--- config.mk ---
export PLATFORM = sky130hd
export DESIGN_NAME = precharge_contactor_sequencer
export DESIGN_NICKNAME = d
export VERILOG_FILES = /design/src/design/pcs_pkg.sv /design/src/design/precharge_contactor_sequencer.sv
export SDC_FILE = /design/constraint.sdc
export NUM_CORES = 1
export LEC_CHECK = 0
export BUFFER_PORTS_ARGS = -buffer_cell sky130_fd_sc_hd__buf_2
export CORE_ASPECT_RATIO = 0.5
export CORE_MARGIN = 4
export CORE_UTILIZATION = 27
export DETAILED_ROUTE_END_ITERATION = 10
export GPL_ROUTABILITY_DRIVEN = 1
export MAX_ROUTING_LAYER = met4
export PLACE_DENSITY_LB_ADDON = 0.12
export SLEW_MARGIN = 20
export SYNTH_ARGS = -nofsm -noshare
export SYNTH_HDL_FRONTEND = slang
export SYNTH_SLANG_ARGS = --single-unit
--- constraint.sdc ---
create_clock -name clk_i -period 5.95 [get_ports clk_i]
set_clock_uncertainty 0.2 [all_clocks]
set_input_delay 1.19 -clock clk_i [delete_from_list [all_inputs] [get_ports clk_i]]
set_output_delay 1.19 -clock clk_i [all_outputs]
set_load 0.1 [all_outputs]
--- src/design/pcs_pkg.sv ---
// shared constants and codes for the precharge contactor sequencer
package pcs_pkg;

  localparam int unsigned TimeW    = 32;
  localparam int unsigned WaitW    = 16;
  localparam int unsigned CfgIdxW  = 2;
  localparam int unsigned InDataW  = 40;
  localparam int unsigned OutDataW = 16;

  // configuration register indexes
  localparam logic [CfgIdxW-1:0] CFG_FIRST_WAIT  = 2'd0;
  localparam logic [CfgIdxW-1:0] CFG_SECOND_WAIT = 2'd1;
  localparam logic [CfgIdxW-1:0] CFG_THIRD_WAIT  = 2'd2;

  localparam logic [WaitW-1:0] FIRST_WAIT_RST  = 16'd15000;
  localparam logic [WaitW-1:0] SECOND_WAIT_RST = 16'd50;
  localparam logic [WaitW-1:0] THIRD_WAIT_RST  = 16'd50;

  // request kinds
  localparam logic REQ_STEP  = 1'b0;
  localparam logic REQ_RESET = 1'b1;

  // commands
  localparam logic [1:0] CMD_NONE      = 2'd0;
  localparam logic [1:0] CMD_EBRAKE    = 2'd1;
  localparam logic [1:0] CMD_DISCHARGE = 2'd2;
  localparam logic [1:0] CMD_LAUNCH    = 2'd3;

  // sequence / motor status
  localparam logic [1:0] ST_WAITING  = 2'd0;
  localparam logic [1:0] ST_COMPLETE = 2'd1;
  localparam logic [1:0] ST_FAILED   = 2'd2;

  // next top-level state
  localparam logic [2:0] NS_PRECHARGE = 3'd0;
  localparam logic [2:0] NS_ESTOP     = 3'd1;
  localparam logic [2:0] NS_DISCHARGE = 3'd2;
  localparam logic [2:0] NS_ENABLE    = 3'd3;
  localparam logic [2:0] NS_STANDBY   = 3'd4;

  // contactor drive bits
  localparam int unsigned K1_IDX = 0;
  localparam int unsigned K2_IDX = 1;
  localparam int unsigned K3_IDX = 2;
  localparam int unsigned K4_IDX = 3;

  typedef struct packed {
    logic       brakes_retract;
    logic [3:0] contactor;
    logic [1:0] sequence_status;
    logic [2:0] next_state;
  } result_t;

endpackage

--- src/design/precharge_contactor_sequencer.sv ---
// precharge contactor sequencer: input register, step logic, result register
//
// Usage: one stream transaction in on s_axis per control step, one stream
// transaction out on m_axis per step, in order.
//   s_axis_tuser_i carries req_type (0 step, 1 sequence reset).
//   s_axis_tdata_i carries command, current_time, motor precharge status and
//   the write-fault flag; m_axis_tdata_o carries next_state, sequence_status,
//   the K1..K4 drive and brakes_retract.
// The step sits in the input register, then the step logic loads the
// result register; a stall on m_axis_tready_i can hold it in the input
// register. Throughput is one step per cycle while m_axis_tready_i is
// high; the deadline adders and compares sit between the input register
// and the result register and update the sequence state in the same
// cycle the result is registered. Wait registers are written on cfg_we_i;
// the user must write them only while the block is idle, as the block does
// not enforce it; index 3 is ignored.
// Reset opens all contactors, disarms every deadline and loads the default
// wait times. When m_axis_tready_i is low the result is held, the input
// register still fills, and s_axis_tready_o drops only when both are full.
module precharge_contactor_sequencer
  import pcs_pkg::*;
(
  input  logic                clk_i,
  input  logic                rst_ni,
  input  logic                cfg_we_i,
  input  logic [CfgIdxW-1:0]  cfg_idx_i,
  input  logic [WaitW-1:0]    cfg_data_i,
  input  logic                s_axis_tvalid_i,
  output logic                s_axis_tready_o,
  // [1:0] command, [33:2] current_time, [35:34] motor_precharge_status,
  // [36] write_fault, [39:37] zero
  input  logic [InDataW-1:0]  s_axis_tdata_i,
  // [0] req_type
  input  logic                s_axis_tuser_i,
  output logic                m_axis_tvalid_o,
  input  logic                m_axis_tready_i,
  // [2:0] next_state, [4:3] sequence_status, [5] contactor_k1,
  // [6] contactor_k2, [7] contactor_k3, [8] contactor_k4,
  // [9] brakes_retract, [15:10] zero
  output logic [OutDataW-1:0] m_axis_tdata_o
);

  logic [WaitW-1:0] first_wait_q, second_wait_q, third_wait_q;

  logic             in_valid_q;
  logic             in_req_q;
  logic [1:0]       in_cmd_q;
  logic [TimeW-1:0] in_time_q;
  logic [1:0]       in_motor_q;
  logic             in_fault_q;

  logic    out_valid_q;
  result_t out_res_q, out_res_d;

  logic [TimeW-1:0] first_dl_q, first_dl_d;
  logic [TimeW-1:0] second_dl_q, second_dl_d;
  logic [TimeW-1:0] third_dl_q, third_dl_d;
  logic             first_arm_q, first_arm_d;
  logic             second_arm_q, second_arm_d;
  logic             third_arm_q, third_arm_d;
  logic             done_q, done_d;
  logic [3:0]       drive_q, drive_d;

  logic             out_adv;
  logic             fire;
  logic [1:0]       adv_status;
  logic [TimeW-1:0] sum_first, sum_second, sum_third;

  assign out_adv         = !out_valid_q || m_axis_tready_i;
  assign fire            = in_valid_q && out_adv;
  assign s_axis_tready_o = !in_valid_q || out_adv;

  // configuration
  always_ff @(posedge clk_i or negedge rst_ni) begin
    if (!rst_ni) begin
      first_wait_q  <= FIRST_WAIT_RST;
      second_wait_q <= SECOND_WAIT_RST;
      third_wait_q  <= THIRD_WAIT_RST;
    end else if (cfg_we_i) begin
      unique case (cfg_idx_i)
        CFG_FIRST_WAIT:  first_wait_q  <= cfg_data_i;
        CFG_SECOND_WAIT: second_wait_q <= cfg_data_i;
        CFG_THIRD_WAIT:  third_wait_q  <= cfg_data_i;
        default: ;
      endcase
    end
  end

  // input register
  always_ff @(posedge clk_i or negedge rst_ni) begin
    if (!rst_ni) begin
      in_valid_q <= 1'b0;
    end else if (s_axis_tready_o) begin
      in_valid_q <= s_axis_tvalid_i;
    end
  end

  always_ff @(posedge clk_i) begin
    if (s_axis_tready_o && s_axis_tvalid_i) begin
      in_req_q   <= s_axis_tuser_i;
      in_cmd_q   <= s_axis_tdata_i[1:0];
      in_time_q  <= s_axis_tdata_i[33:2];
      in_motor_q <= s_axis_tdata_i[35:34];
      in_fault_q <= s_axis_tdata_i[36];
    end
  end

  assign sum_first  = in_time_q + {{(TimeW-WaitW){1'b0}}, first_wait_q};
  assign sum_second = in_time_q + {{(TimeW-WaitW){1'b0}}, second_wait_q};
  assign sum_third  = in_time_q + {{(TimeW-WaitW){1'b0}}, third_wait_q};

  // step logic
  always_comb begin
    first_dl_d   = first_dl_q;
    second_dl_d  = second_dl_q;
    third_dl_d   = third_dl_q;
    first_arm_d  = first_arm_q;
    second_arm_d = second_arm_q;
    third_arm_d  = third_arm_q;
    done_d       = done_q;
    drive_d      = drive_q;
    adv_status   = ST_WAITING;
    out_res_d    = '0;
    out_res_d.next_state      = NS_PRECHARGE;
    out_res_d.sequence_status = ST_WAITING;

    if (in_req_q == REQ_RESET) begin
      first_arm_d  = 1'b0;
      second_arm_d = 1'b0;
      third_arm_d  = 1'b0;
      done_d       = 1'b0;
      if (in_fault_q) begin
        out_res_d.sequence_status = ST_FAILED;
      end else begin
        drive_d                   = '0;
        out_res_d.sequence_status = ST_COMPLETE;
      end
    end else if (in_cmd_q == CMD_EBRAKE) begin
      out_res_d.next_state = NS_ESTOP;
    end else begin
      out_res_d.brakes_retract = !in_fault_q;
      if (in_cmd_q == CMD_DISCHARGE) begin
        out_res_d.next_state = NS_DISCHARGE;
      end else begin
        if (done_q) begin
          adv_status = ST_COMPLETE;
        end else if (!first_arm_q) begin
          if (in_fault_q) begin
            adv_status = ST_FAILED;
          end else begin
            drive_d     = '0;
            drive_d[K4_IDX] = 1'b1;
            first_dl_d  = sum_first;
            first_arm_d = 1'b1;
          end
        end else if (in_time_q == first_dl_q) begin
          if (in_fault_q) begin
            adv_status = ST_FAILED;
          end else begin
            drive_d[K4_IDX] = 1'b0;
            drive_d[K3_IDX] = 1'b1;
            second_dl_d     = sum_second;
            second_arm_d    = 1'b1;
          end
        end else if (second_arm_q && in_time_q == second_dl_q) begin
          if (in_fault_q) begin
            adv_status = ST_FAILED;
          end else begin
            drive_d[K2_IDX] = 1'b1;
          end
        end else if (second_arm_q && in_time_q > second_dl_q &&
                     in_motor_q != ST_COMPLETE) begin
          adv_status = (in_motor_q == ST_WAITING) ? ST_WAITING : ST_FAILED;
        end else if (!third_arm_q && second_arm_q && in_time_q > second_dl_q) begin
          if (in_fault_q) begin
            adv_status = ST_FAILED;
          end else begin
            drive_d[K1_IDX] = 1'b1;
            third_dl_d      = sum_third;
            third_arm_d     = 1'b1;
          end
        end else if (third_arm_q && in_time_q == third_dl_q) begin
          if (in_fault_q) begin
            adv_status = ST_FAILED;
          end else begin
            drive_d[K1_IDX] = 1'b1;
            done_d          = 1'b1;
            adv_status      = ST_COMPLETE;
          end
        end
        out_res_d.sequence_status = adv_status;
        if (adv_status == ST_COMPLETE && in_cmd_q == CMD_LAUNCH) begin
          out_res_d.next_state = in_fault_q ? NS_STANDBY : NS_ENABLE;
        end
      end
    end
    out_res_d.contactor = drive_d;
  end

  // sequence state
  always_ff @(posedge clk_i or negedge rst_ni) begin
    if (!rst_ni) begin
      first_arm_q  <= 1'b0;
      second_arm_q <= 1'b0;
      third_arm_q  <= 1'b0;
      done_q       <= 1'b0;
      drive_q      <= '0;
    end else if (fire) begin
      first_arm_q  <= first_arm_d;
      second_arm_q <= second_arm_d;
      third_arm_q  <= third_arm_d;
      done_q       <= done_d;
      drive_q      <= drive_d;
    end
  end

  always_ff @(posedge clk_i) begin
    if (fire) begin
      first_dl_q  <= first_dl_d;
      second_dl_q <= second_dl_d;
      third_dl_q  <= third_dl_d;
    end
  end

  // result register
  always_ff @(posedge clk_i or negedge rst_ni) begin
    if (!rst_ni) begin
      out_valid_q <= 1'b0;
    end else if (out_adv) begin
      out_valid_q <= in_valid_q;
    end
  end

  always_ff @(posedge clk_i) begin
    if (fire) begin
      out_res_q <= out_res_d;
    end
  end

  assign m_axis_tvalid_o = out_valid_q;
  assign m_axis_tdata_o  = {{(OutDataW-$bits(result_t)){1'b0}}, out_res_q};

endmodule

After elaboration in Yosys (flattened, before gate mapping)
Index checks and enable logic that the tools add are counted.

Input port bits: 64. Register bits: 202. Output and inout port bits: 18.

Reduce and logical (&&, ||, !) cells: 32. Add/sub/neg operators: 3. $lt $le $gt $ge: 1. Bitwise logic cells: 10. Equal/unequal tests: 17. Multiplexer cells: 69.

Operator list (number): adder 32 x 16 -> 32 bit (3); == test 32 bit (3); two-way mux 2 bit (21); two-way mux 1 bit (40); > comparator 32 bit (1); two-way mux 4 bit (7); != test 2 bit, second input constant (7); AND reduction 7 bit (2); AND reduction 11 bit (1); NOT 1 bit (10); AND reduction 10 bit (1); logical AND 1 bit (9); AND reduction 8 bit (1); == test 2 x 1 -> 1 bit, second input constant (3); == test 2 bit, second input constant (3); AND reduction 2 bit (3); nonzero test 2 bit (3); zero test 1 bit (4); zero test 2 bit (2); AND reduction 4 bit (1); OR reduction 4 bit (1); two-way mux 3 bit (1); AND reduction 3 bit (1); logical OR 1 bit (2); 2 further kinds (2).

Logic depth before layout (Yosys ltp)
Depth in word-level cells: 17. Mapped depth: 10.

Worst setup path before layout
OpenSTA, ideal clock, no wires.

Kind: register to register. Start: reg in_time_q[1]. End: reg third_dl_q[0], enable pin. Library setup time: 0.513 ns. Path buffers: 0. Setup slack: 0.164 ns. Arrival time: 5.073 ns. Data required time: 5.237 ns. Stages on the path, launching flop included: 8. Period minus slack after synthesis: 5.786 ns. Path through: edfxtp_1 ha_1 nor2b_1 o211ai_1 a211o_1 a31oi_1 o211ai_2 nor4b_1.

Longest elaborated chain between the ends: 5. Elaborated cells between the ends (all ways): 11. Those cells by class: order compare: 1; eq/ne: 2; bitwise: 3; reduce/logical: 5.

RTL lines: from (decl) (line precharge_contactor_sequencer.sv:48) `logic [TimeW-1:0] in_time_q;`; from (signal assigned) (line precharge_contactor_sequencer.sv:102) `in_time_q <= s_axis_tdata_i[33:2];`; > comparator 32 bit (line precharge_contactor_sequencer.sv:171, precharge_contactor_sequencer.sv:174); logical AND 1 bit (2 in series) (line precharge_contactor_sequencer.sv:171) `end else if (second_arm_q && in_time_q > second_dl_q &&`; NOT 1 bit (no source line); AND reduction 11 bit (no source line) *; to (signal assigned) (line precharge_contactor_sequencer.sv:221) `third_dl_q <= third_dl_d;`; to (decl) (line precharge_contactor_sequencer.sv:57) `logic [TimeW-1:0] third_dl_q, third_dl_d;`.

Every way passes the cells marked *; elsewhere a longest branch is shown, timed or not. A chain may end at the register's enable or synchronous reset.

Worst setup path in the final report
Start: reg in_time_q[25]. End: reg third_dl_q[25], enable pin.

Same word-level chain as after synthesis.

==> impl_metrics.tcl <==
set metrics [dict create \
    dieHeight_um 156 \
    synth_edf_count 144 \
    yosys_register_bits 202 \
    fin_util 0.313 \
    synth_top_cell_area_share 0.364 \
    die_width_um 305 \
    critPathRequiredTime_ns 5.92 \
    numClockSinks 202 \
    r2r-start "in_time_q[25]" \
    crit_type "reg2reg" \
    clkLatencyLatePin_ns 0.53 \
    p_leak_nw 5.30 \
    insertedDiodeCount 0 \
    multiInputGateArea_sq_mm 0.00573 \
    timing.rr.end "third_dl_q[25]" \
    dpl.hpwl_mm 24.7 \
    vias_per_cell 4.71 \
    async_reset_ff_frac 0.287 \
    min-delay-path-class "reg2reg" \
    max_slew.worst_pin.slew_ns 1.08 \
    hold_end "drive_q[1]" \
    h-tree-depth 1 \
    core_area_sq_mm 0.0435 \
    io-pin-count 82 \
    rsz0062_at_grt "false" \
    die_area_sq_mm 0.0477 \
    grt_pass1_vias 8083 \
    drt-initial-drc-count 446 \
    synth_warnings 0 \
    timing.fmax_mhz 231 \
    synth_area_leaders "edfxtp_1, dfrtp_1, ha_1, xor2_1, mux2_2" \
    grt_usage 0.141 \
    synthTopCellsByCount "edfxtp_1, xor2_1, ha_1" \
    syn_inst 1041 \
    cts_resized 0 \
    cp_slowest_cell "nor4_2" \
    reg2reg_depth 8 \
    reg2reg_slack_ns 1.63 \
    max-vdd-ir-drop_v 0.000169 \
    synthDistinctLibCells 71 \
    wl_per_cell_um 19.1 \
    yosysSeqAreaShare 0.487 \
    path_max_fanout 32 \
    postCtsSetupBuffers 0 \
    drc 0 \
    ctsRootBufferMaster "clkbuf_16" \
    status "finished clean" \
    grt_pass1_wl_mm 50.1 \
    max-slew-margin-rel 0.277 \
    grt_overflow 0 \
    syn_to_final_growth_pct 14.5 \
    postLayoutCellArea_sq_mm 0.0136 \
    ys.flop_type "edfxtp_1" \
    fillers 4504 \
    cts_tree "built" \
    drive_gt1_frac 0.182 \
    final_nets 1262 \
    setup_viol 0 \
    io_buffers 72 \
    start_util 0.273 \
    fin_crit_sh 0.726 \
    hold_viol_final 0 \
    max_stage_delay_ns 0.79 \
    hp-start "drive_q[1]" \
    drv_cap 0 \
    synth_area_per_cell_sq_um 11.4 \
    cp-end-kind "flip-flop" \
    cp_cell_sequence "ha_1 > nand4_1 > nor4_2 > o21ai_1 > a31oi_1 > o211ai_2 > nor4b_2 > buf_4" \
    power.density_mw_per_mm2 306 \
    cts_hold_buffers 0 \
    synth_most_common_cell "edfxtp_1" \
    cts_max_path_buffers 3 \
    vias 8084 \
    period_minus_slack_ns 4.32 \
    yosysTopAreaCell "edfxtp_1" \
    placed_cell_area_sq_mm 0.0129 \
    drv_slew 0 \
    cp-startpoint "in_time_q[25]" \
    drt_pass1_iterations 5 \
    wirelength_mm 32.7 \
    grt_max_degree 46 \
    syn_area_sq_mm 0.0119 \
    grt_antenna_before_repair 0 \
    ant_nets 0 \
    fin_tns_setup_ns 0 \
    cts_buffers 23 \
    cp-start-kind "flip-flop" \
    holdPathStages 2 \
    gp_congestion 0.800 \
    rows 54 \
    register_area_sq_mm 0.00579 \
    arrival_ns 4.29 \
    clk_pin_slew_worst_paths_ns 0.06 \
]
-- sequential cells by signal, summed over array words and instances, names as in the netlist --
name	flops
in_fault_q	1
in_time_q	32
in_valid_q	1
done_q	1
first_dl_q	32
third_arm_q	1
second_arm_q	1
in_motor_q	2
in_req_q	1
second_wait_q	16
first_wait_q	16
second_dl_q	32
m_axis_tdata_o	10
drive_q	4
third_wait_q	16
first_arm_q	1
in_cmd_q	2
third_dl_q	32
m_axis_tvalid_o	1
-- cell usage in the layout (no fill, tap or decap), types with 6 or more instances in the layout --
| master | n |
|---|---|
| a211oi_1 | 11 |
| a21o_1 | 18 |
| a21oi_1 | 44 |
| a31oi_1 | 8 |
| and2_1 | 8 |
| buf_2 | 72 |
| buf_4 | 7 |
| clkbuf_1 | 8 |
| clkbuf_16 | 23 |
| conb_1 | 6 |
| dfrtp_1 | 45 |
| dfstp_2 | 13 |
| edfxtp_1 | 144 |
| ha_1 | 83 |
| inv_1 | 55 |
| mux2_2 | 49 |
| nand2_1 | 59 |
| nand2b_1 | 12 |
| nand3_1 | 37 |
| nand4_1 | 14 |
| nor2_1 | 48 |
| nor2b_1 | 9 |
| nor3_1 | 17 |
| nor3b_1 | 6 |
| nor4_1 | 19 |
| o21a_1 | 10 |
| o21ai_0 | 39 |
| o21ai_1 | 16 |
| o21bai_1 | 7 |
| xnor2_1 | 58 |
| xor2_1 | 88 |
-- through the flow --
stage                     instances  hold WS [ns]  total power, mW  worst slack [ns]
after floorplan                1046         0.246             2.56             0.164
after global placement         1673         0.273             2.84              1.70
after detailed placement       1674         0.278             2.86              1.64
after CTS                      1716         0.292             4.23              1.62
after global routing           1717         0.309             4.42              1.49
final                          1717         0.286             4.17              1.63
-- worst max path at each step --
stage / endpoint / slack (ns) / depth (start not counted)
5_1_grt: third_dl_q[29] / 1.49 / 8
6_report: third_dl_q[25] / 1.63 / 8
3_5_place_dp: third_dl_q[0] / 1.64 / 8
3_3_place_gp: third_dl_q[27] / 1.70 / 8
2_1_floorplan: third_dl_q[0] / 0.16 / 7
4_1_cts: third_dl_q[31] / 1.62 / 8
-- cell families (layout without fill, tap and decap cells) --
| group | after synthesis | after routing | synth area share |
|---|---|---|---|
| DFF | 202 | 202 | 0.487 |
| other | 1 | 6 | 0.000315 |
| adders and majority gates | 86 | 86 | 0.0924 |
| and+or+nand+nor | 261 | 261 | 0.114 |
| muxes | 49 | 49 | 0.0464 |
| xor gates and xnor gates | 146 | 146 | 0.108 |
| AOI/OAI and AO/OA | 201 | 201 | 0.118 |
| buffers and inverters | 95 | 178 | 0.0341 |
-- area by class of cell --
cell class	instances	area share
clock buffer	33	0.0465
clock inverter	9	0.00377
inverter	55	0.0152
multi-input combinational	749	0.421
sequential	202	0.426
tap	588	0.0541
timing repair buffer	81	0.0333
-- critical path: cells and delay by family (launching register included) --
family / cells / cell delay (ns)
buf+inv: 1 / 0.45
flops: 1 / 0.62
compound gates: 3 / 0.96
simple gates: 3 / 1.29
fa+ha+maj: 1 / 0.41
-- report_power, final --
group	switching, mW	internal (mW)	total [mW]
combinational	0.632	0.413	1.05
clock	0.602	0.742	1.34
sequential	0.0985	1.68	1.78
total	1.33	2.83	4.17
-- routing by layer --
layer	global-route usage	wire length [um]	vias to the layer above
met5	-	0	-
met4	0.0278	599	0
met3	0.0218	1250	40
met2	0.211	14100	143
met1	0.202	16800	3952
li1	-	-	3949
Power figures use the tool's default switching activity.
